$ cat src/hw/rtl/lnd_pkg.sv
// Shared types and constants of the lane notch detector.
package lnd_pkg;

  typedef enum logic [1:0] {
    KIND_ROW   = 2'd0,
    KIND_TICK  = 2'd1,
    KIND_INHIB = 2'd2,
    KIND_RESET = 2'd3
  } kind_e;

  typedef enum logic [1:0] {
    VERD_NONE   = 2'd0,
    VERD_LEFT   = 2'd1,
    VERD_CENTER = 2'd2,
    VERD_RIGHT  = 2'd3
  } verdict_e;

  localparam logic [2:0] MSK_NONE   = 3'd0;
  localparam logic [2:0] MSK_LEFT   = 3'd1;
  localparam logic [2:0] MSK_CENTER = 3'd2;
  localparam logic [2:0] MSK_RIGHT  = 3'd4;

  localparam logic [2:0] REG_DEPTH = 3'd0;
  localparam logic [2:0] REG_TOL   = 3'd1;
  localparam logic [2:0] REG_WIDTH = 3'd2;
  localparam logic [2:0] REG_CCOL  = 3'd3;
  localparam logic [2:0] REG_COOL  = 3'd4;

  typedef struct packed {
    logic [1:0] kind;
    logic [7:0] left_edge;
    logic [7:0] right_edge;
    logic [7:0] lost_left_row;
    logic [7:0] lost_right_row;
    logic       last_row;
  } in_item_t;

  typedef struct packed {
    logic        result_kind;
    logic [1:0]  verdict;
    logic        request_published;
    logic [7:0]  target_x;
    logic [7:0]  target_y;
    logic [8:0]  aim_offset;
    logic [7:0]  peak_col;
    logic [7:0]  valley_col;
    logic        laser_left_on;
    logic        laser_center_on;
    logic        laser_right_on;
    logic        buzzer_on;
  } out_item_t;

  // Work handed from front to back.
  typedef enum logic [1:0] {
    OP_VERDICT = 2'd0,
    OP_TICK    = 2'd1,
    OP_INHIB   = 2'd2,
    OP_DETRST  = 2'd3
  } op_e;

  // Classified frame: target and the verdict (NONE for invalid).
  typedef struct packed {
    logic [1:0] op;
    logic       frame_bad;
    logic [1:0] verdict;
    logic [7:0] target_x;
    logic [7:0] target_y;
    logic [7:0] peak_col;
    logic [7:0] valley_col;
  } job_t;

  typedef struct packed {
    logic [7:0] depth;
    logic [7:0] tol;
    logic [7:0] width;
    logic [7:0] ccol;
    logic [7:0] cool;
  } cfg_t;

endpackage

$ cat src/hw/rtl/lnd_if.sv
// Valid/ready channel interfaces.
interface lnd_in_if;
  import lnd_pkg::*;
  logic     valid;
  logic     ready;
  in_item_t data;
  modport source (output valid, output data, input ready);
  modport sink (input valid, input data, output ready);
endinterface

interface lnd_out_if;
  import lnd_pkg::*;
  logic      valid;
  logic      ready;
  out_item_t data;
  modport source (output valid, output data, input ready);
  modport sink (input valid, input data, output ready);
endinterface

interface lnd_cfg_if;
  logic       valid;
  logic       ready;
  logic [2:0] index;
  logic [7:0] wdata;
  modport source (output valid, output index, output wdata, input ready);
  modport sink (input valid, input index, input wdata, output ready);
endinterface

$ cat src/hw/rtl/lnd_front.sv
// Front: row accumulation and frame classification.
module lnd_front import lnd_pkg::*; #(
  parameter int IMAGE_WIDTH    = 188,
  parameter int FIRST_ROW      = 61,
  parameter int ROW_STEP       = 2,
  parameter int ROWS_PER_FRAME = 10
) (
  input  logic     clk_i,
  input  logic     rst_ni,
  input  cfg_t     cfg_i,
  input  logic     in_valid_i,
  input  in_item_t in_data_i,
  output logic     in_ready_o,
  output logic     job_valid_o,
  output job_t     job_o,
  input  logic     job_ready_i
);
  localparam logic [7:0] VALLEY_RST = 8'(IMAGE_WIDTH - 1);
  localparam logic [3:0] LAST_IDX   = 4'(ROWS_PER_FRAME - 1);

  logic [3:0]  row_count_q;
  logic        frame_invalid_q;
  logic [7:0]  top_left_q, top_right_q, peak_left_q, valley_right_q;
  logic [7:0]  peak_row_q, valley_row_q;
  logic        acc;
  logic [11:0] rn;
  logic [7:0]  rn8;
  logic        ok, bad;
  logic [7:0]  lbase, rbase, gap;
  logic [8:0]  ldep, rdep, sx, sy;
  logic        lhit, rhit;
  job_t        job;
  kind_e       kind;

  assign in_ready_o = job_ready_i;
  assign kind = kind_e'(in_data_i.kind);
  assign acc  = in_valid_i && in_ready_o;

  always_comb begin
    rn  = 12'(FIRST_ROW) + 12'(row_count_q) * 12'(ROW_STEP);
    rn8 = rn[7:0];
    ok  = !(rn <= 12'(in_data_i.lost_left_row) || rn <= 12'(in_data_i.lost_right_row));
    if (in_data_i.left_edge <= 8'd1 ||
        (10'(in_data_i.right_edge) + 10'd2) >= 10'(IMAGE_WIDTH)) ok = 1'b0;
    if (in_data_i.left_edge >= in_data_i.right_edge) ok = 1'b0;
    else if ((in_data_i.right_edge - in_data_i.left_edge) < cfg_i.width) ok = 1'b0;
    bad   = frame_invalid_q || !ok || (row_count_q != LAST_IDX);
    lbase = (top_left_q > in_data_i.left_edge) ? top_left_q : in_data_i.left_edge;
    rbase = (top_right_q < in_data_i.right_edge) ? top_right_q : in_data_i.right_edge;
    ldep  = {1'b0, peak_left_q} - {1'b0, lbase};
    rdep  = {1'b0, rbase} - {1'b0, valley_right_q};
    lhit  = !ldep[8] && (ldep[7:0] >= cfg_i.depth);
    rhit  = !rdep[8] && (rdep[7:0] >= cfg_i.depth);
    gap   = (peak_row_q > valley_row_q) ? peak_row_q - valley_row_q
                                        : valley_row_q - peak_row_q;
    sx    = {1'b0, peak_left_q} + {1'b0, valley_right_q};
    sy    = {1'b0, peak_row_q} + {1'b0, valley_row_q};
    job   = '0;
    job.frame_bad = bad;
    case (kind)
      KIND_TICK:  job.op = OP_TICK;
      KIND_INHIB: job.op = OP_INHIB;
      KIND_RESET: job.op = OP_DETRST;
      default:    job.op = OP_VERDICT;
    endcase
    if (!bad) begin
      if (lhit && rhit) begin
        if (gap <= cfg_i.tol) begin
          job.verdict = VERD_CENTER;
          job.target_x = sx[8:1];
          job.target_y = sy[8:1];
        end
      end else if (lhit) begin
        job.verdict = VERD_LEFT;
        job.target_x = peak_left_q;
        job.target_y = peak_row_q;
      end else if (rhit) begin
        job.verdict = VERD_RIGHT;
        job.target_x = valley_right_q;
        job.target_y = valley_row_q;
      end
    end
    if (job.verdict != VERD_NONE) begin
      job.peak_col = peak_left_q;
      job.valley_col = valley_right_q;
    end
  end

  assign job_o       = job;
  assign job_valid_o = in_valid_i && !(kind == KIND_ROW && !in_data_i.last_row);

  always_ff @(posedge clk_i) begin
    if (acc && kind == KIND_ROW && !in_data_i.last_row && row_count_q == 4'd0) begin
      top_left_q  <= in_data_i.left_edge;
      top_right_q <= in_data_i.right_edge;
    end
  end

  always_ff @(posedge clk_i or negedge rst_ni) begin
    if (!rst_ni) begin
      row_count_q <= '0;
      frame_invalid_q <= 1'b0;
      peak_left_q <= '0;
      valley_right_q <= VALLEY_RST;
      peak_row_q <= '0;
      valley_row_q <= '0;
    end else if (acc) begin
      if (kind == KIND_RESET || (kind == KIND_ROW && in_data_i.last_row)) begin
        row_count_q <= '0;
        frame_invalid_q <= 1'b0;
        peak_left_q <= '0;
        valley_right_q <= VALLEY_RST;
        peak_row_q <= '0;
        valley_row_q <= '0;
      end else if (kind == KIND_ROW) begin
        if (!ok) frame_invalid_q <= 1'b1;
        if (row_count_q != 4'd0) begin
          if (row_count_q >= LAST_IDX) frame_invalid_q <= 1'b1;
          if (in_data_i.left_edge > peak_left_q) begin
            peak_left_q <= in_data_i.left_edge;
            peak_row_q  <= rn8;
          end
          if (in_data_i.right_edge < valley_right_q) begin
            valley_right_q <= in_data_i.right_edge;
            valley_row_q   <= rn8;
          end
        end
        if (row_count_q != 4'd15) row_count_q <= row_count_q + 4'd1;
      end
    end
  end
endmodule

$ cat src/hw/rtl/lnd_queue.sv
// Two-entry job queue between front and back.
module lnd_queue import lnd_pkg::*; (
  input  logic clk_i,
  input  logic rst_ni,
  input  logic wr_valid_i,
  input  job_t wr_data_i,
  output logic wr_ready_o,
  output logic rd_valid_o,
  output job_t rd_data_o,
  input  logic rd_ready_i
);
  job_t       mem_q [2];
  logic       wp_q, rp_q;
  logic [1:0] cnt_q;
  logic       wr, rd;

  assign wr_ready_o = cnt_q != 2'd2;
  assign rd_valid_o = cnt_q != 2'd0;
  assign rd_data_o  = mem_q[rp_q];
  assign wr = wr_valid_i && wr_ready_o;
  assign rd = rd_valid_o && rd_ready_i;

  always_ff @(posedge clk_i) begin
    if (wr) mem_q[wp_q] <= wr_data_i;
  end

  always_ff @(posedge clk_i or negedge rst_ni) begin
    if (!rst_ni) begin
      wp_q <= 1'b0;
      rp_q <= 1'b0;
      cnt_q <= '0;
    end else begin
      if (wr) wp_q <= !wp_q;
      if (rd) rp_q <= !rp_q;
      cnt_q <= cnt_q + 2'(wr) - 2'(rd);
    end
  end

`ifndef SYNTHESIS
  a_no_over: assert property (@(posedge clk_i) disable iff (!rst_ni)
    cnt_q == 2'd2 |-> !wr_ready_o) else $error("queue overflow");
  a_cnt: assert property (@(posedge clk_i) disable iff (!rst_ni)
    (wr && !rd) |=> cnt_q == $past(cnt_q) + 2'd1) else $error("count slip");
  a_hold: assert property (@(posedge clk_i) disable iff (!rst_ni)
    (rd_valid_o && !rd_ready_i) |=> rd_valid_o) else $error("entry lost");
`endif
endmodule

$ cat src/hw/rtl/lnd_back.sv
// Back: re-arm logic, shot timer and result register.
module lnd_back import lnd_pkg::*; (
  input  logic      clk_i,
  input  logic      rst_ni,
  input  cfg_t      cfg_i,
  input  logic      job_valid_i,
  input  job_t      job_i,
  output logic      job_ready_o,
  output logic      out_valid_o,
  output out_item_t out_data_o,
  input  logic      out_ready_i
);
  logic [1:0] rearm_q;
  logic [2:0] pend_q, smask_q, drive_q, drv_d, req;
  logic       armed_q;
  logic [7:0] cool_q;
  logic       ov_q;
  out_item_t  od_q, res;
  logic       take, emits;
  op_e        op;

  assign op = op_e'(job_i.op);
  assign emits = op != OP_DETRST;
  assign job_ready_o = !ov_q || out_ready_i || !emits;
  assign take = job_valid_i && job_ready_o;

  always_comb begin
    case (verdict_e'(job_i.verdict))
      VERD_LEFT:   req = MSK_LEFT;
      VERD_CENTER: req = MSK_CENTER;
      VERD_RIGHT:  req = MSK_RIGHT;
      default:     req = MSK_NONE;
    endcase
    drv_d = MSK_NONE;
    if (op == OP_TICK) begin
      if (cool_q != 8'd0) drv_d = MSK_NONE;
      else if (armed_q) drv_d = smask_q;
      else if (pend_q == MSK_LEFT || pend_q == MSK_CENTER || pend_q == MSK_RIGHT)
        drv_d = pend_q;
    end
    res = '0;
    if (op == OP_VERDICT) begin
      res.verdict = job_i.verdict;
      res.request_published = (req != MSK_NONE) && (rearm_q == 2'd0);
      if (req != MSK_NONE) begin
        res.target_x = job_i.target_x;
        res.target_y = job_i.target_y;
        res.aim_offset = {1'b0, job_i.target_x} - {1'b0, cfg_i.ccol};
        res.peak_col = job_i.peak_col;
        res.valley_col = job_i.valley_col;
      end
    end else begin
      res.result_kind = 1'b1;
      res.laser_left_on = drv_d == MSK_LEFT;
      res.laser_center_on = drv_d == MSK_CENTER;
      res.laser_right_on = drv_d == MSK_RIGHT;
      res.buzzer_on = drv_d != MSK_NONE;
    end
  end

  always_ff @(posedge clk_i) begin
    if (take && emits) od_q <= res;
  end
  assign out_data_o  = od_q;
  assign out_valid_o = ov_q;

  always_ff @(posedge clk_i or negedge rst_ni) begin
    if (!rst_ni) begin
      ov_q <= 1'b0;
      rearm_q <= '0;
      pend_q <= MSK_NONE;
      armed_q <= 1'b0;
      smask_q <= MSK_NONE;
      cool_q <= '0;
      drive_q <= MSK_NONE;
    end else begin
      if (take && emits) ov_q <= 1'b1;
      else if (out_ready_i) ov_q <= 1'b0;
      if (take) begin
        unique case (op)
          OP_DETRST: begin
            rearm_q <= '0;
            pend_q <= MSK_NONE;
          end
          OP_INHIB: begin
            pend_q <= MSK_NONE;
            armed_q <= 1'b0;
            smask_q <= MSK_NONE;
            cool_q <= '0;
            drive_q <= MSK_NONE;
          end
          OP_TICK: begin
            drive_q <= drv_d;
            pend_q <= MSK_NONE;
            if (cool_q != 8'd0) begin
              cool_q <= cool_q - 8'd1;
              armed_q <= 1'b0;
              smask_q <= MSK_NONE;
            end else if (armed_q) begin
              armed_q <= 1'b0;
              smask_q <= MSK_NONE;
              cool_q <= cfg_i.cool;
            end else begin
              armed_q <= drv_d != MSK_NONE;
              smask_q <= drv_d;
            end
          end
          default: begin
            if (job_i.frame_bad) begin
              pend_q <= MSK_NONE;
              if (rearm_q != 2'd0) rearm_q <= 2'd1;
            end else if (req == MSK_NONE) begin
              pend_q <= MSK_NONE;
              if (rearm_q == 2'd1) rearm_q <= 2'd2;
              else if (rearm_q >= 2'd2) rearm_q <= 2'd0;
            end else begin
              if (rearm_q == 2'd0) pend_q <= req;
              rearm_q <= 2'd1;
            end
          end
        endcase
      end
    end
  end

`ifndef SYNTHESIS
  a_stall: assert property (@(posedge clk_i) disable iff (!rst_ni)
    (ov_q && !out_ready_i) |=> ov_q && $stable(od_q)) else $error("result lost");
  a_onehot: assert property (@(posedge clk_i) disable iff (!rst_ni)
    $onehot0(drive_q)) else $error("drive not one-hot");
  a_arm: assert property (@(posedge clk_i) disable iff (!rst_ni)
    armed_q |-> $onehot(smask_q)) else $error("armed without mask");
`endif
endmodule

$ cat src/hw/rtl/lane_notch_detector_with_shot_timer_top.sv
// Top level of the lane notch detector with shot timer.
//  channel | dir | beat
//  in_if   | in  | kind, edges, lost-row limits, last_row
//  out_if  | out | verdict or laser drive result
//  cfg_if  | in  | register index and 8-bit value
// One item per clock while the queue has room: the front classifies in the
// accepting cycle, a two-entry queue feeds the back, and a result register
// holds the beat until taken. An item's result passes the queue, then that register.
// Reset clears all control state at once; no clearing pass.
// Output stalls back up through the queue into in_if.ready.
module lane_notch_detector_with_shot_timer_top import lnd_pkg::*; #(
  parameter int IMAGE_WIDTH    = 188,
  parameter int FIRST_ROW      = 61,
  parameter int ROW_STEP       = 2,
  parameter int ROWS_PER_FRAME = 10
) (
  input  logic clk_i,
  input  logic rst_ni,
  lnd_in_if.sink    in_if,
  lnd_out_if.source out_if,
  lnd_cfg_if.sink   cfg_if
);
  cfg_t cfg_q;
  logic fq_valid, fq_ready, qb_valid, qb_ready;
  job_t fq_job, qb_job;

  // Configuration registers, always writable.
  assign cfg_if.ready = 1'b1;
  always_ff @(posedge clk_i or negedge rst_ni) begin
    if (!rst_ni) begin
      cfg_q.depth <= 8'd8;
      cfg_q.tol   <= 8'd4;
      cfg_q.width <= 8'd20;
      cfg_q.ccol  <= 8'd94;
      cfg_q.cool  <= 8'd34;
    end else if (cfg_if.valid) begin
      case (cfg_if.index)
        REG_DEPTH: cfg_q.depth <= cfg_if.wdata;
        REG_TOL:   cfg_q.tol   <= cfg_if.wdata;
        REG_WIDTH: cfg_q.width <= cfg_if.wdata;
        REG_CCOL:  cfg_q.ccol  <= cfg_if.wdata;
        REG_COOL:  cfg_q.cool  <= cfg_if.wdata;
        default: ;
      endcase
    end
  end

  lnd_front #(
    .IMAGE_WIDTH(IMAGE_WIDTH), .FIRST_ROW(FIRST_ROW),
    .ROW_STEP(ROW_STEP), .ROWS_PER_FRAME(ROWS_PER_FRAME)
  ) u_front (
    .clk_i, .rst_ni, .cfg_i(cfg_q),
    .in_valid_i(in_if.valid), .in_data_i(in_if.data), .in_ready_o(in_if.ready),
    .job_valid_o(fq_valid), .job_o(fq_job), .job_ready_i(fq_ready)
  );

  lnd_queue u_queue (
    .clk_i, .rst_ni,
    .wr_valid_i(fq_valid), .wr_data_i(fq_job), .wr_ready_o(fq_ready),
    .rd_valid_o(qb_valid), .rd_data_o(qb_job), .rd_ready_i(qb_ready)
  );

  lnd_back u_back (
    .clk_i, .rst_ni, .cfg_i(cfg_q),
    .job_valid_i(qb_valid), .job_i(qb_job), .job_ready_o(qb_ready),
    .out_valid_o(out_if.valid), .out_data_o(out_if.data), .out_ready_i(out_if.ready)
  );
endmodule
$ cat src/flat_wrapper.sv
// flat-port wrapper written by rule: the top's interface ports become plain ports
module lane_notch_detector_with_shot_timer_top_flat import lnd_pkg::*;
#(
  parameter int IMAGE_WIDTH    = 188,
  parameter int FIRST_ROW      = 61,
  parameter int ROW_STEP       = 2,
  parameter int ROWS_PER_FRAME = 10
)
  (clk_i, rst_ni, in_if_valid, in_if_data, in_if_ready, out_if_valid, out_if_data, out_if_ready, cfg_if_valid, cfg_if_index, cfg_if_wdata, cfg_if_ready);
  lnd_in_if in_if_i ();
  lnd_out_if out_if_i ();
  lnd_cfg_if cfg_if_i ();
  input  logic clk_i;
  input  logic rst_ni;
  input wire logic [$bits(in_if_i.valid)-1:0] in_if_valid;
  input wire logic [$bits(in_if_i.data)-1:0] in_if_data;
  output wire logic [$bits(in_if_i.ready)-1:0] in_if_ready;
  output wire logic [$bits(out_if_i.valid)-1:0] out_if_valid;
  output wire logic [$bits(out_if_i.data)-1:0] out_if_data;
  input wire logic [$bits(out_if_i.ready)-1:0] out_if_ready;
  input wire logic [$bits(cfg_if_i.valid)-1:0] cfg_if_valid;
  input wire logic [$bits(cfg_if_i.index)-1:0] cfg_if_index;
  input wire logic [$bits(cfg_if_i.wdata)-1:0] cfg_if_wdata;
  output wire logic [$bits(cfg_if_i.ready)-1:0] cfg_if_ready;
  assign in_if_i.valid = in_if_valid;
  assign in_if_i.data = in_if_data;
  assign in_if_ready = in_if_i.ready;
  assign out_if_valid = out_if_i.valid;
  assign out_if_data = out_if_i.data;
  assign out_if_i.ready = out_if_ready;
  assign cfg_if_i.valid = cfg_if_valid;
  assign cfg_if_i.index = cfg_if_index;
  assign cfg_if_i.wdata = cfg_if_wdata;
  assign cfg_if_ready = cfg_if_i.ready;
  lane_notch_detector_with_shot_timer_top #(.IMAGE_WIDTH(IMAGE_WIDTH), .FIRST_ROW(FIRST_ROW), .ROW_STEP(ROW_STEP), .ROWS_PER_FRAME(ROWS_PER_FRAME)) u_core (.clk_i(clk_i), .rst_ni(rst_ni), .in_if(in_if_i), .out_if(out_if_i), .cfg_if(cfg_if_i));
endmodule
$ cat config.mk
export PLATFORM = sky130hd
export DESIGN_NAME = lane_notch_detector_with_shot_timer_top_flat
export DESIGN_NICKNAME = d
export VERILOG_FILES = /design/src/hw/rtl/lnd_pkg.sv /design/src/hw/rtl/lnd_if.sv /design/src/hw/rtl/lnd_front.sv /design/src/hw/rtl/lnd_queue.sv /design/src/hw/rtl/lnd_back.sv /design/src/hw/rtl/lane_notch_detector_with_shot_timer_top.sv /design/src/flat_wrapper.sv
export SDC_FILE = /design/constraint.sdc
export NUM_CORES = 1
export LEC_CHECK = 0
export BUFFER_PORTS_ARGS = -buffer_cell sky130_fd_sc_hd__buf_2
export CAP_MARGIN = 5
export CELL_PAD_IN_SITES_DETAIL_PLACEMENT = 1
export CELL_PAD_IN_SITES_GLOBAL_PLACEMENT = 1
export CORE_UTILIZATION = 40
export CTS_BUF_LIST = sky130_fd_sc_hd__clkbuf_8
export DETAILED_ROUTE_END_ITERATION = 8
export GPL_TIMING_DRIVEN = 0
export PLACE_DENSITY_LB_ADDON = 0.1
export SYNTH_ARGS = -nofsm -noshare
export SYNTH_HDL_FRONTEND = slang
export SYNTH_SLANG_ARGS = --single-unit
$ cat constraint.sdc
create_clock -name clk_i -period 6.4 [get_ports clk_i]
set_input_delay 0.64 -clock clk_i [delete_from_list [all_inputs] [get_ports clk_i]]
set_output_delay 0.64 -clock clk_i [all_outputs]
set_load 0.05 [all_outputs]
==> results of run 1 <==
[cell families (layout without fill, tap and decap cells)]
logic type      count (synthesis)  in the layout  share of synthesized area, %
mux                            81             81                         6.155
fa+ha+maj                     158            158                         14.67
flops                         233            233                         47.05
buf+inv                       163            354                         4.740
simple gates                  319            319                         11.50
other cells                     2              2                       0.05409
compound gates                279            279                         13.30
xor+xnor                       40             40                         2.523
[layout by cell type, fill, tap and decap left out, drive strengths merged, types with 5 or more instances in the layout]
cell type  count
o211a          5
nor2b         16
nand2b        10
buf          129
o31ai         12
dfstp         17
mux2i         46
xor2          15
a22oi          5
dfrtp         80
nand3         27
a31oi          9
nor3          48
mux2          35
o22ai         12
a311oi         8
a21o          25
or2            8
nor3b          7
ha           150
clkbuf        74
o21a          23
a22o          15
and2           6
inv          146
and3           7
edfxtp       136
nor4           6
xnor2         25
o21ai         69
nor2          82
fa             8
a21oi         58
nand2         74
nand4         11
[worst paths after layout]
kind	cells past startpoint	to	slack [ns]	start
min in group clk_i	1	u_core.u_front.top_right_q[0]	0.29	in_if_data[17]
max in group asynchronous	2	u_core.u_front.valley_right_q[7]	5.55	rst_ni
worst max register to register	26	u_core.u_queue.mem_q[1][27]	0.35	u_core.u_front.top_right_q[1]
worst max-delay path	28	u_core.u_queue.mem_q[1][27]	0.25	in_if_data[18]
worst min-delay path	1	u_core.cfg_q[2]	0.11	rst_ni
worst min register to register	2	u_core.u_back.smask_q[0]	0.48	u_core.u_back.smask_q[0]
[state kept, by name, indices dropped and copies added, names as in the netlist]
name and cells:
u_core.u_queue.mem_q 72, u_core.u_back.out_data_o 48, u_core.cfg_q 40, u_core.u_back.cool_q 8
u_core.u_front.peak_left_q 8, u_core.u_front.top_left_q 8, u_core.u_front.top_right_q 8, u_core.u_front.valley_right_q 8
u_core.u_front.peak_row_q 7, u_core.u_front.valley_row_q 7, u_core.u_front.row_count_q 4, u_core.u_back.pend_q 3
u_core.u_back.smask_q 3, u_core.u_back.rearm_q 2, u_core.u_queue.cnt_q 2, u_core.u_back.armed_q 1
u_core.u_back.out_valid_o 1, u_core.u_front.frame_invalid_q 1, u_core.u_queue.rp_q 1, u_core.u_queue.wp_q 1
[report_power, final]
group / switching (mW) / internal [mW]
combinational: 2.81 / 1.55
sequential: 0.259 / 2.12
clock: 0.639 / 0.746
total: 3.71 / 4.42
[through the flow]
step | util, % | worst slack (ns) | hold slack, ns | std cells
after floorplan | - | 0.01052 | 0.3444 | 1275
after global placement | 44.16 | -1.881 | 0.4619 | 1823
after detailed placement | 44.54 | -1.883 | 0.4698 | 1828
after CTS | 47.25 | 0.01078 | 0.09912 | 1910
after global routing | 47.55 | -0.03618 | 0.1404 | 1914
final | 47.55 | 0.2540 | 0.1135 | 1914
[routing by layer]
| layer | global-route usage [%] | share of wire, % | up-vias | wire length [µm] |
|---|---|---|---|---|
| met3 | 3.464 | 3.9 | 58 | 1459 |
| met1 | 28.85 | 47 | 5024 | 17440 |
| met4 | 6.172 | 2.2 | 0 | 803 |
| li1 | - | - | 4942 | - |
| met5 | 0 | 0 | - | 0 |
| met2 | 35.76 | 47 | 196 | 17490 |
[repair_timing]
action,4_1_cts,5_1_grt
gates resized for setup,14,17
setup buffers,4,3
pin swaps,2,1
endpoints found under the setup margin,64,64
[layout make-up]
cell class | instances | area share [%]
well taps | 448 | 3.480
inverters | 125 | 2.929
clock buffers | 53 | 4.529
clock inverters | 26 | 0.6837
flip-flops and latches | 233 | 40.56
multi-input cells | 879 | 42.44
repair buffers | 113 | 4.156
plain buffers | 37 | 1.220
[worst reg2reg max path, cell delays in order (launching register included)]
cell and delay (ns):
edfxtp_1 0.38, ha_1 0.27, o21ai_0 0.08, a21boi_0 0.11, o21ai_0 0.15, a21oi_1 0.13, o41ai_4 0.35, buf_4 0.20
mux2_2 0.37, ha_1 0.29, a21o_1 0.17, a21o_1 0.21, a21o_1 0.19, a21oi_1 0.21, xnor2_1 0.10, ha_1 0.31
inv_1 0.04, o21ai_0 0.22, a41oi_2 0.09, nor3_4 0.31, buf_4 0.26, ha_4 0.21, clkinv_2 0.14, or2_2 0.37
nand4b_1 0.19, clkbuf_4 0.29, a21oi_1 0.12
==> out/qor.csv, run 1 <==
stage,metric,value,unit
die,die width,188.3,µm
pwr,post-layout total power,8.133,mW
grt,total track usage,21.49,%
clocking,Clock Sinks,233,
layout,cell area after layout,16110,µm²
grt,vias in the first global route,10590,
route,Final ANT Viol Nets,0,
die,starting density of the core,40.99,%
worst_setup_path,Worst path slowest cell,mux2_2,
clocking,"Hold-fix buffers, CTS",0,
layout,final net count,1641,
route,Via Count,10220,
logic_synthesis,Post-synth EDFFs,136,
logic_synthesis,"FFs w/ async S/R, synth",41.63,%
worst_setup_path,"CP delay by family, top",compound AO/OA/AOI/OAI gates,
timing,clock period minus worst slack,6.146,ns
timing,max-slew violations,0,
clocking,total CTS buffers,43,
logic_synthesis,cells after synthesis,1275,
worst_setup_path,critical path class,in2reg,
clocking,CTS tree,built,
die,Die Ht,188.3,µm
grt,initial antenna violation count,0,
layout,layout cells sized above 1,18.89,%
worst_setup_path,crit path launch type,input pin,
die,Die ar.,35460,µm²
placed_design,RePlAce Congestion,0.8399,
worst_setup_path,crit path DAT,6.42,ns
grt,largest net degree at the start of global routing,52,
worst_setup_path,critical path endpoint category,flop,
timing,fin crit share,96.03,%
logic_synthesis,Avg Inst Size Synth,10.89,µm²
clocking,CTS max path bufs,3,
grt,total grt overflow,0,
logic_synthesis,Synth Net Count,1484,
die,I/O pin cnt,103,
pwr,pwr dens,505.0,nW/µm²
logic_synthesis,Post-synth top cells,"150 x ha_1, 136 x edfxtp_1, 123 x inv_1, 82 x nor2_1, 80 x dfrtp_1",
timing,"Hold Violations, Final",0,
worst_setup_path,Crit Path Max Fanout,11,
logic_synthesis,Synth Register Bits,233,
timing,clk_skew,0.03594,ns
layout,sequential cell area,6533,µm²
pwr,Leak Pwr,7.138,nW
placed_design,Placed Area,15090,µm²
timing,slew of the pin with the lowest slew margin,0.9770,ns
logic_synthesis,register area share after synthesis,47.05,%
layout,# fillers,3798,
worst_setup_path,CP required,6.67,ns
clocking,clock slew at reported path FFs,0.06,ns
clocking,H-tree levels,2,
route,DRC viols,0,
logic_synthesis,mapped cell area,13880,µm²
placed_design,count of input and output buffers,100,
timing,FMAX,162.7,MHz
worst_setup_path,Max stage delay on crit path,0.37,ns
logic_synthesis,ranking of synthesized cells by area,"edfxtp_1 29%, dfrtp_1 14%, ha_1 14%",
pwr,peak supply drop,0.2763,mV
run,Max-cap violations,0,
hold_path,Worst Hold Class,in2async,
logic_synthesis,synth warn,0,
clocking,clk_lat worst skew,0.57,ns
route,vias per cell,5.340,
clocking,root buffer cell,clkbuf_8,
run_status,status,"complete, no violations",
logic_synthesis,"count leader, synth",ha_1,
logic_synthesis,"Distinct cells, synth",79,
logic_synthesis,cell taking the most area after synthesis,edfxtp_1,
die,Core ar.,33870,µm²
placed_design,HPWL after DPL,29.17,mm
route,wire per inst,19.43,µm
logic_synthesis,"Primary FF master, synth",edfxtp_1,
route,drt total wl,37.19,mm
timing,Slew HR,34.87,%
layout,area of the multi-input gates,6835,µm²
logic_synthesis,post-synth top area share,29.42,%
route,initial DRC count,406,
die,FP Rows,67,
worst_setup_path,CP bufs+invs,7,
layout,synth-to-layout area growth,16.01,%
layout,diode count,0,
timing,RSZ-0062 raised after global routing,true,
timing,setup violators final,0,
route,DR pass1 iterations,4,
grt,first-pass GRT wire length,59.04,mm
timing,Final TNS setup,0,ns
(Power assumes the default switching activity.)
==> inputs of run 2 (changes only) <==
BUFFER_PORTS_ARGS = -buffer_cell sky130_fd_sc_hd__buf_4   (was -buffer_cell sky130_fd_sc_hd__buf_2)
HOLD_SLACK_MARGIN = 0.05   (was default)
==> out/qor.csv, run 2 (same netlist as run 1, synthesis figures left out) <==
stage,metric,value,unit
run_status,status,"complete, no violations",
route,DRC viols,0,
clocking,clk_lat worst skew,0.56,ns
timing,fin crit share,94.47,%
layout,layout cells sized above 1,18.57,%
die,Die ar.,35460,µm²
placed_design,dpl ws,-1.848,ns
layout,area of the multi-input gates,6807,µm²
die,starting density of the core,40.99,%
timing,Slew HR,35.42,%
clocking,CTS max path bufs,3,
die,Die Ht,188.3,µm
run,Max-cap violations,0,
route,DR pass1 iterations,4,
die,FP Rows,67,
clocking,total CTS buffers,43,
layout,"most common cell after layout, fill and taps aside",ha_1,
worst_setup_path,critical path class,in2reg,
clocking,Clock Sinks,233,
route,vias per cell,5.291,
placed_design,HPWL after DPL,28.79,mm
layout,# fillers,3753,
grt,vias in the first global route,10520,
pwr,peak supply drop,0.2383,mV
layout,"commonest cells after routing, fill and taps aside","149 x ha_1, 146 x inv_1, 136 x edfxtp_1",
grt,initial antenna violation count,0,
route,wire per inst,19.09,µm
route,drt total wl,36.54,mm
worst_setup_path,critical path endpoint category,flop,
grt,first-pass GRT wire length,57.95,mm
timing,max-slew violations,0,
layout,Largest Register,u_core.u_queue.mem_q,
pwr,Clock power frac,16.6,%
worst_setup_path,Worst path slowest cell,o41ai_4,
clocking,root buffer cell,clkbuf_8,
die,Core ar.,33870,µm²
worst_setup_path,Max stage delay on crit path,0.45,ns
route,Via Count,10130,
timing,clock period minus worst slack,6.046,ns
worst_setup_path,Crit Path Max Fanout,11,
worst_setup_path,crit path DAT,6.38,ns
worst_setup_path,most used cell along the critical path,o21ai_0,
timing,setup violators final,0,
timing,slew of the pin with the lowest slew margin,0.9687,ns
pwr,pwr dens,502.3,nW/µm²
die,I/O pin cnt,103,
clocking,H-tree levels,2,
pwr,Psw,3.700,mW
pwr,Gate power share,54.2,%
pwr,Sw Share,45.21,%
clocking,clock slew at reported path FFs,0.06,ns
layout,"Core Util, Final",48.11,%
clocking,CTS tree,built,
worst_setup_path,crit path launch type,input pin,
pwr,Seq pwr share,29.2,%
timing,FMAX,165.4,MHz
timing,RSZ-0062 raised after global routing,false,
pwr,Leak Pwr,7.195,nW
placed_design,count of input and output buffers,100,
hold_path,Worst Hold Class,in2reg,
grt,total grt overflow,0,
layout,final net count,1640,
pwr,Internal Power,4.485,mW
timing,"Hold Violations, Final",0,
timing,min setup slack post-route,0.3538,ns
grt,largest net degree at the start of global routing,98,
layout,sequential cell area,6533,µm²
layout,max reg flops,72,
die,die width,188.3,µm
worst_setup_path,CP required,6.73,ns
grt,total track usage,21.01,%
layout,synth-to-layout area growth,17.37,%
timing,clk_skew,0.01730,ns
placed_design,RePlAce Congestion,0.8363,
route,initial DRC count,392,
route,Final ANT Viol Nets,0,
run 2: cell count changes in the layout (fill, tap and decap cells not counted), sizes merged:
cell / before / now
clkinv: 3 / 7
clkbuf: 74 / 69
bufinv: 0 / 1
diode: 0 / 1
dlygate4sd3: 0 / 1
inv: 146 / 147
buf: 129 / 126
run 2: metal layers:
metal	vias to the layer above	part of all wire (%)	GRT usage [%]
met2	170	47	35.68
met1	4950	48	28.48
met5	-	0	0
met4	0	1.8	5.180
met3	49	3.3	2.533
li1	4958	-	-
run 2: layout make-up:
type                       instances  area share (%)
multi-input combinational        879           41.77
sequential                       233           40.09
timing repair buffer             112           5.552
clock buffer                      47           3.970
tap                              448           3.440
inverter                         125           2.895
buffer                            37           1.198
clock inverter                    32           1.067
antenna                            1         0.01536
run 2: final timing paths:
check | from | to | slack (ns) | cells past startpoint
worst min-delay path | in_if_data[17] | u_core.u_front.top_right_q[0] | 0.29 | 1
worst max-delay path | in_if_data[18] | u_core.u_queue.mem_q[1][29] | 0.35 | 28
worst min register to register | u_core.u_back.smask_q[1] | u_core.u_back.smask_q[1] | 0.48 | 2
worst max register to register | u_core.u_front.top_right_q[1] | u_core.u_queue.mem_q[1][29] | 0.36 | 26
max in group asynchronous | rst_ni | u_core.u_front.valley_right_q[5] | 5.12 | 3
min in group asynchronous | rst_ni | u_core.cfg_q[2] | 0.54 | 2
run 2: per-stage QoR:
stage                     instances  hold WS (ns)  power, mW  setup TNS [ns]  area [µm²]
after global routing           1913        0.2767      8.787               0       16290
after CTS                      1909        0.2699      8.263               0       16180
after detailed placement       1827        0.4741      6.833         -104.93       15300
after global placement         1823        0.4619      6.704          -98.45       15210
after floorplan                1275        0.3444      5.474               0       13890
final                          1914        0.2912      8.185               0       16290
run 2: what timing repair did:
action | in CTS | in global routing
pin swaps | 2 | 0
setup endpoints to repair | 64 | 64
buffers inserted | 4 | 1
hold endpoints to repair | 0 | 21
hold buffers | 0 | 1
gates resized for setup | 11 | 17
run 2: power by group through the flow:
stage / Combinational (mW) / Clock (mW) / Sequential, mW
after floorplan: 2.58 / 0 / 2.90
after global placement: 4.28 / 0 / 2.43
after detailed placement: 4.41 / 0 / 2.42
after CTS: 4.47 / 1.40 / 2.39
after global routing: 4.89 / 1.46 / 2.44
final: 4.44 / 1.36 / 2.39
run 2: worst max-delay path: cells and delay by family:
family / cells / cell delay [ns]
AOI/OAI and AO/OA: 12 / 2.46
adders and majority gates: 4 / 1.08
buffers and inverters: 6 / 1.06
and+or+nand+nor: 4 / 0.62
muxes: 1 / 0.33
xor gates and xnor gates: 1 / 0.16
==> inputs of run 3 (changes only) <==
ABC_AREA = 1   (was default)
clock period = 7.3 ns   (was 6.4 ns; I/O delays follow)
==> out/qor.csv, run 3 <==
stage,metric,value,unit
worst_setup_path,Worst path slowest cell,clkbuf_1,
die,Core ar.,34540,µm²
worst_setup_path,crit path launch type,input pin,
timing,RSZ-0062 raised after global routing,false,
placed_design,count of input and output buffers,100,
layout,diode count,0,
logic_synthesis,"FFs w/ async S/R, synth",41.63,%
pwr,Leak Pwr,7.542,nW
grt,vias in the first global route,11590,
timing,setup violators final,0,
grt,total track usage,22.71,%
placed_design,RePlAce Congestion,0.8608,
logic_synthesis,cells after synthesis,1568,
timing,slew of the pin with the lowest slew margin,0.6040,ns
logic_synthesis,synth warn,0,
grt,largest net degree at the start of global routing,98,
grt,initial antenna violation count,0,
run_status,status,"complete, no violations",
timing,max-slew violations,0,
logic_synthesis,Post-Synth Simple-Gate Area,15.72,%
layout,Largest Register,u_core.u_queue.mem_q,
layout,layout cells sized above 1,13.41,%
die,FP Rows,68,
placed_design,dpl ws,0.1123,ns
layout,final net count,1928,
timing,Slew HR,59.30,%
worst_setup_path,Max stage delay on crit path,0.42,ns
logic_synthesis,largest family of logic cells by synthesized area,simple AND/OR/NAND/NOR gates,
grt,first-pass GRT wire length,62.76,mm
pwr,pwr dens,456.0,nW/µm²
timing,Final TNS setup,0,ns
run,Max-cap violations,0,
logic_synthesis,Post-synth top cells,"293 x nand2_1, 230 x inv_1, 150 x ha_1, 149 x o21ai_0, 136 x edfxtp_1",
timing,clk_skew,0.03489,ns
logic_synthesis,Synth Register Bits,233,
clocking,CTS tree,built,
route,initial DRC count,535,
route,wire per inst,18.02,µm
logic_synthesis,XOR/XNOR share of the synthesized area,2.429,%
worst_setup_path,Crit Path Max Fanout,10,
layout,synth-to-layout area growth,15.97,%
route,Final ANT Viol Nets,0,
layout,non-filler instance count after layout,2208,
layout,"commonest cells after routing, fill and taps aside","293 x nand2_1, 248 x inv_1, 150 x ha_1",
logic_synthesis,Synth Net Count,1777,
placed_design,HPWL after DPL,31.31,mm
timing,min setup slack post-route,0.6131,ns
route,drt total wl,39.79,mm
timing,"Hold Violations, Final",0,
logic_synthesis,post-synth top area share,29.05,%
logic_synthesis,ranking of synthesized cells by area,"edfxtp_1 29%, dfrtp_1 14%, ha_1 13%",
route,Via Count,11220,
die,starting density of the core,40.70,%
die,I/O pin cnt,103,
logic_synthesis,Post-synth EDFFs,136,
clocking,root buffer cell,clkbuf_8,
hold_path,Worst Hold Class,in2reg,
route,DR pass1 iterations,4,
die,Die ar.,35900,µm²
timing,FMAX,149.5,MHz
clocking,clk_lat worst skew,0.58,ns
worst_setup_path,most used cell along the critical path,nand2_1,
worst_setup_path,CP required,7.67,ns
worst_setup_path,critical path endpoint category,flop,
clocking,CTS max path bufs,3,
worst_setup_path,crit path DAT,7.06,ns
logic_synthesis,"count leader, synth",nand2_1,
clocking,total CTS buffers,43,
logic_synthesis,mapped cell area,14060,µm²
logic_synthesis,"Primary FF master, synth",edfxtp_1,
clocking,H-tree levels,2,
timing,fin crit share,91.60,%
logic_synthesis,register area share after synthesis,46.46,%
layout,"most common cell after layout, fill and taps aside",nand2_1,
worst_setup_path,critical path class,in2reg,
placed_design,placed insts,2127,
logic_synthesis,cell taking the most area after synthesis,edfxtp_1,
logic_synthesis,"Distinct cells, synth",50,
timing,clock period minus worst slack,6.687,ns
die,die width,189.5,µm
clocking,clock slew at reported path FFs,0.06,ns
layout,max reg flops,72,
logic_synthesis,Avg Inst Size Synth,8.967,µm²
die,Die Ht,189.5,µm
logic_synthesis,complex-gate fraction of the synthesized area,12.97,%
logic_synthesis,post-synthesis mux area share,0.2136,%
pwr,peak supply drop,0.2327,mV
route,DRC viols,0,
clocking,Clock Sinks,233,
logic_synthesis,adder-cell area share of the yosys netlist,14.49,%
grt,total grt overflow,0,
route,vias per cell,5.081,
-- run 3: cell type report --
class	count	area, µm²
timing repair buffer	106	863.3
buffer	40	192.7
sequential	233	6533
clock buffer	44	605.6
inverter	236	885.9
fill	4108	18240
tap	455	569.3
clock inverter	35	187.7
multi-input combinational	1059	6469
-- run 3: stage by stage --
stage          hold WS [ns]  total power [mW]  instance area [µm²]  utilization (%)
2_1_floorplan        0.4344             5.015                14060                -
3_3_place_gp         0.4673             6.134                15380            44.52
3_5_place_dp         0.4723             6.312                15470            44.79
4_1_cts              0.3005             7.512                16260            47.08
5_1_grt              0.3273             8.073                16310            47.20
6_report             0.3318             7.435                16310            47.20
-- run 3: repair_timing --
| action | 4_1_cts | 5_1_grt |
|---|---|---|
| setup buffers | 0 | 0 |
| endpoints found under the setup margin | 0 | 0 |
| endpoints found under the hold margin | 0 | 5 |
| resized for setup | 0 | 0 |
| hold buffers | 0 | 1 |
-- run 3: kinds of logic after synthesis --
| group | Yosys count |
|---|---|
| AO/OA/AOI/OAI | 337 |
| XOR/XNOR | 39 |
| adder cells (fa/ha/maj) | 158 |
| buffers and inverters | 276 |
| flip-flops | 233 |
| multiplexers | 3 |
| other | 2 |
| AND/OR/NAND/NOR | 520 |
-- run 3: path summary, 6_finish.rpt --
path / start / endpoint / slack, ns / cells after the start
hold reg to reg: u_core.cfg_q[6] / u_core.cfg_q[6] / 0.48 / 2
min in group asynchronous: rst_ni / u_core.u_front.row_count_q[3] / 0.51 / 2
max in group asynchronous: rst_ni / u_core.u_front.valley_right_q[1] / 6.08 / 3
setup / recovery: in_if_data[26] / u_core.u_queue.mem_q[0][9] / 0.61 / 33
hold / removal: out_if_ready / u_core.u_back.out_valid_o / 0.33 / 2
setup reg to reg: u_core.u_front.top_left_q[3] / u_core.u_queue.mem_q[0][9] / 0.70 / 31
-- run 3: layer usage --
layer  wire length (µm)  vias up  part of all wire [%]  track usage [%]
met3               1339       48                   3.4            3.003
met2              19580      185                    49            39.76
met4                773        0                   1.9            5.738
met1              18100     5427                    45            29.44
met5                  0        -                     0                0
li1                   -     5559                     -                -
-- run 3: where the power goes --
group	leakage, nW	total (mW)	internal [mW]	switching, mW
logic	4.56	4.19	1.36	2.83
clock network	0.470	1.17	0.600	0.567
registers	2.51	2.08	1.88	0.202
total	7.54	7.43	3.84	3.60
-- run 3: worst max-delay path, delay by kind of cell --
kind            cells  cell delay, ns
compound gates     10            1.61
xor+xnor            1            0.14
fa+ha+maj           4            1.23
buf+inv             7            1.94
simple gates       11            1.36
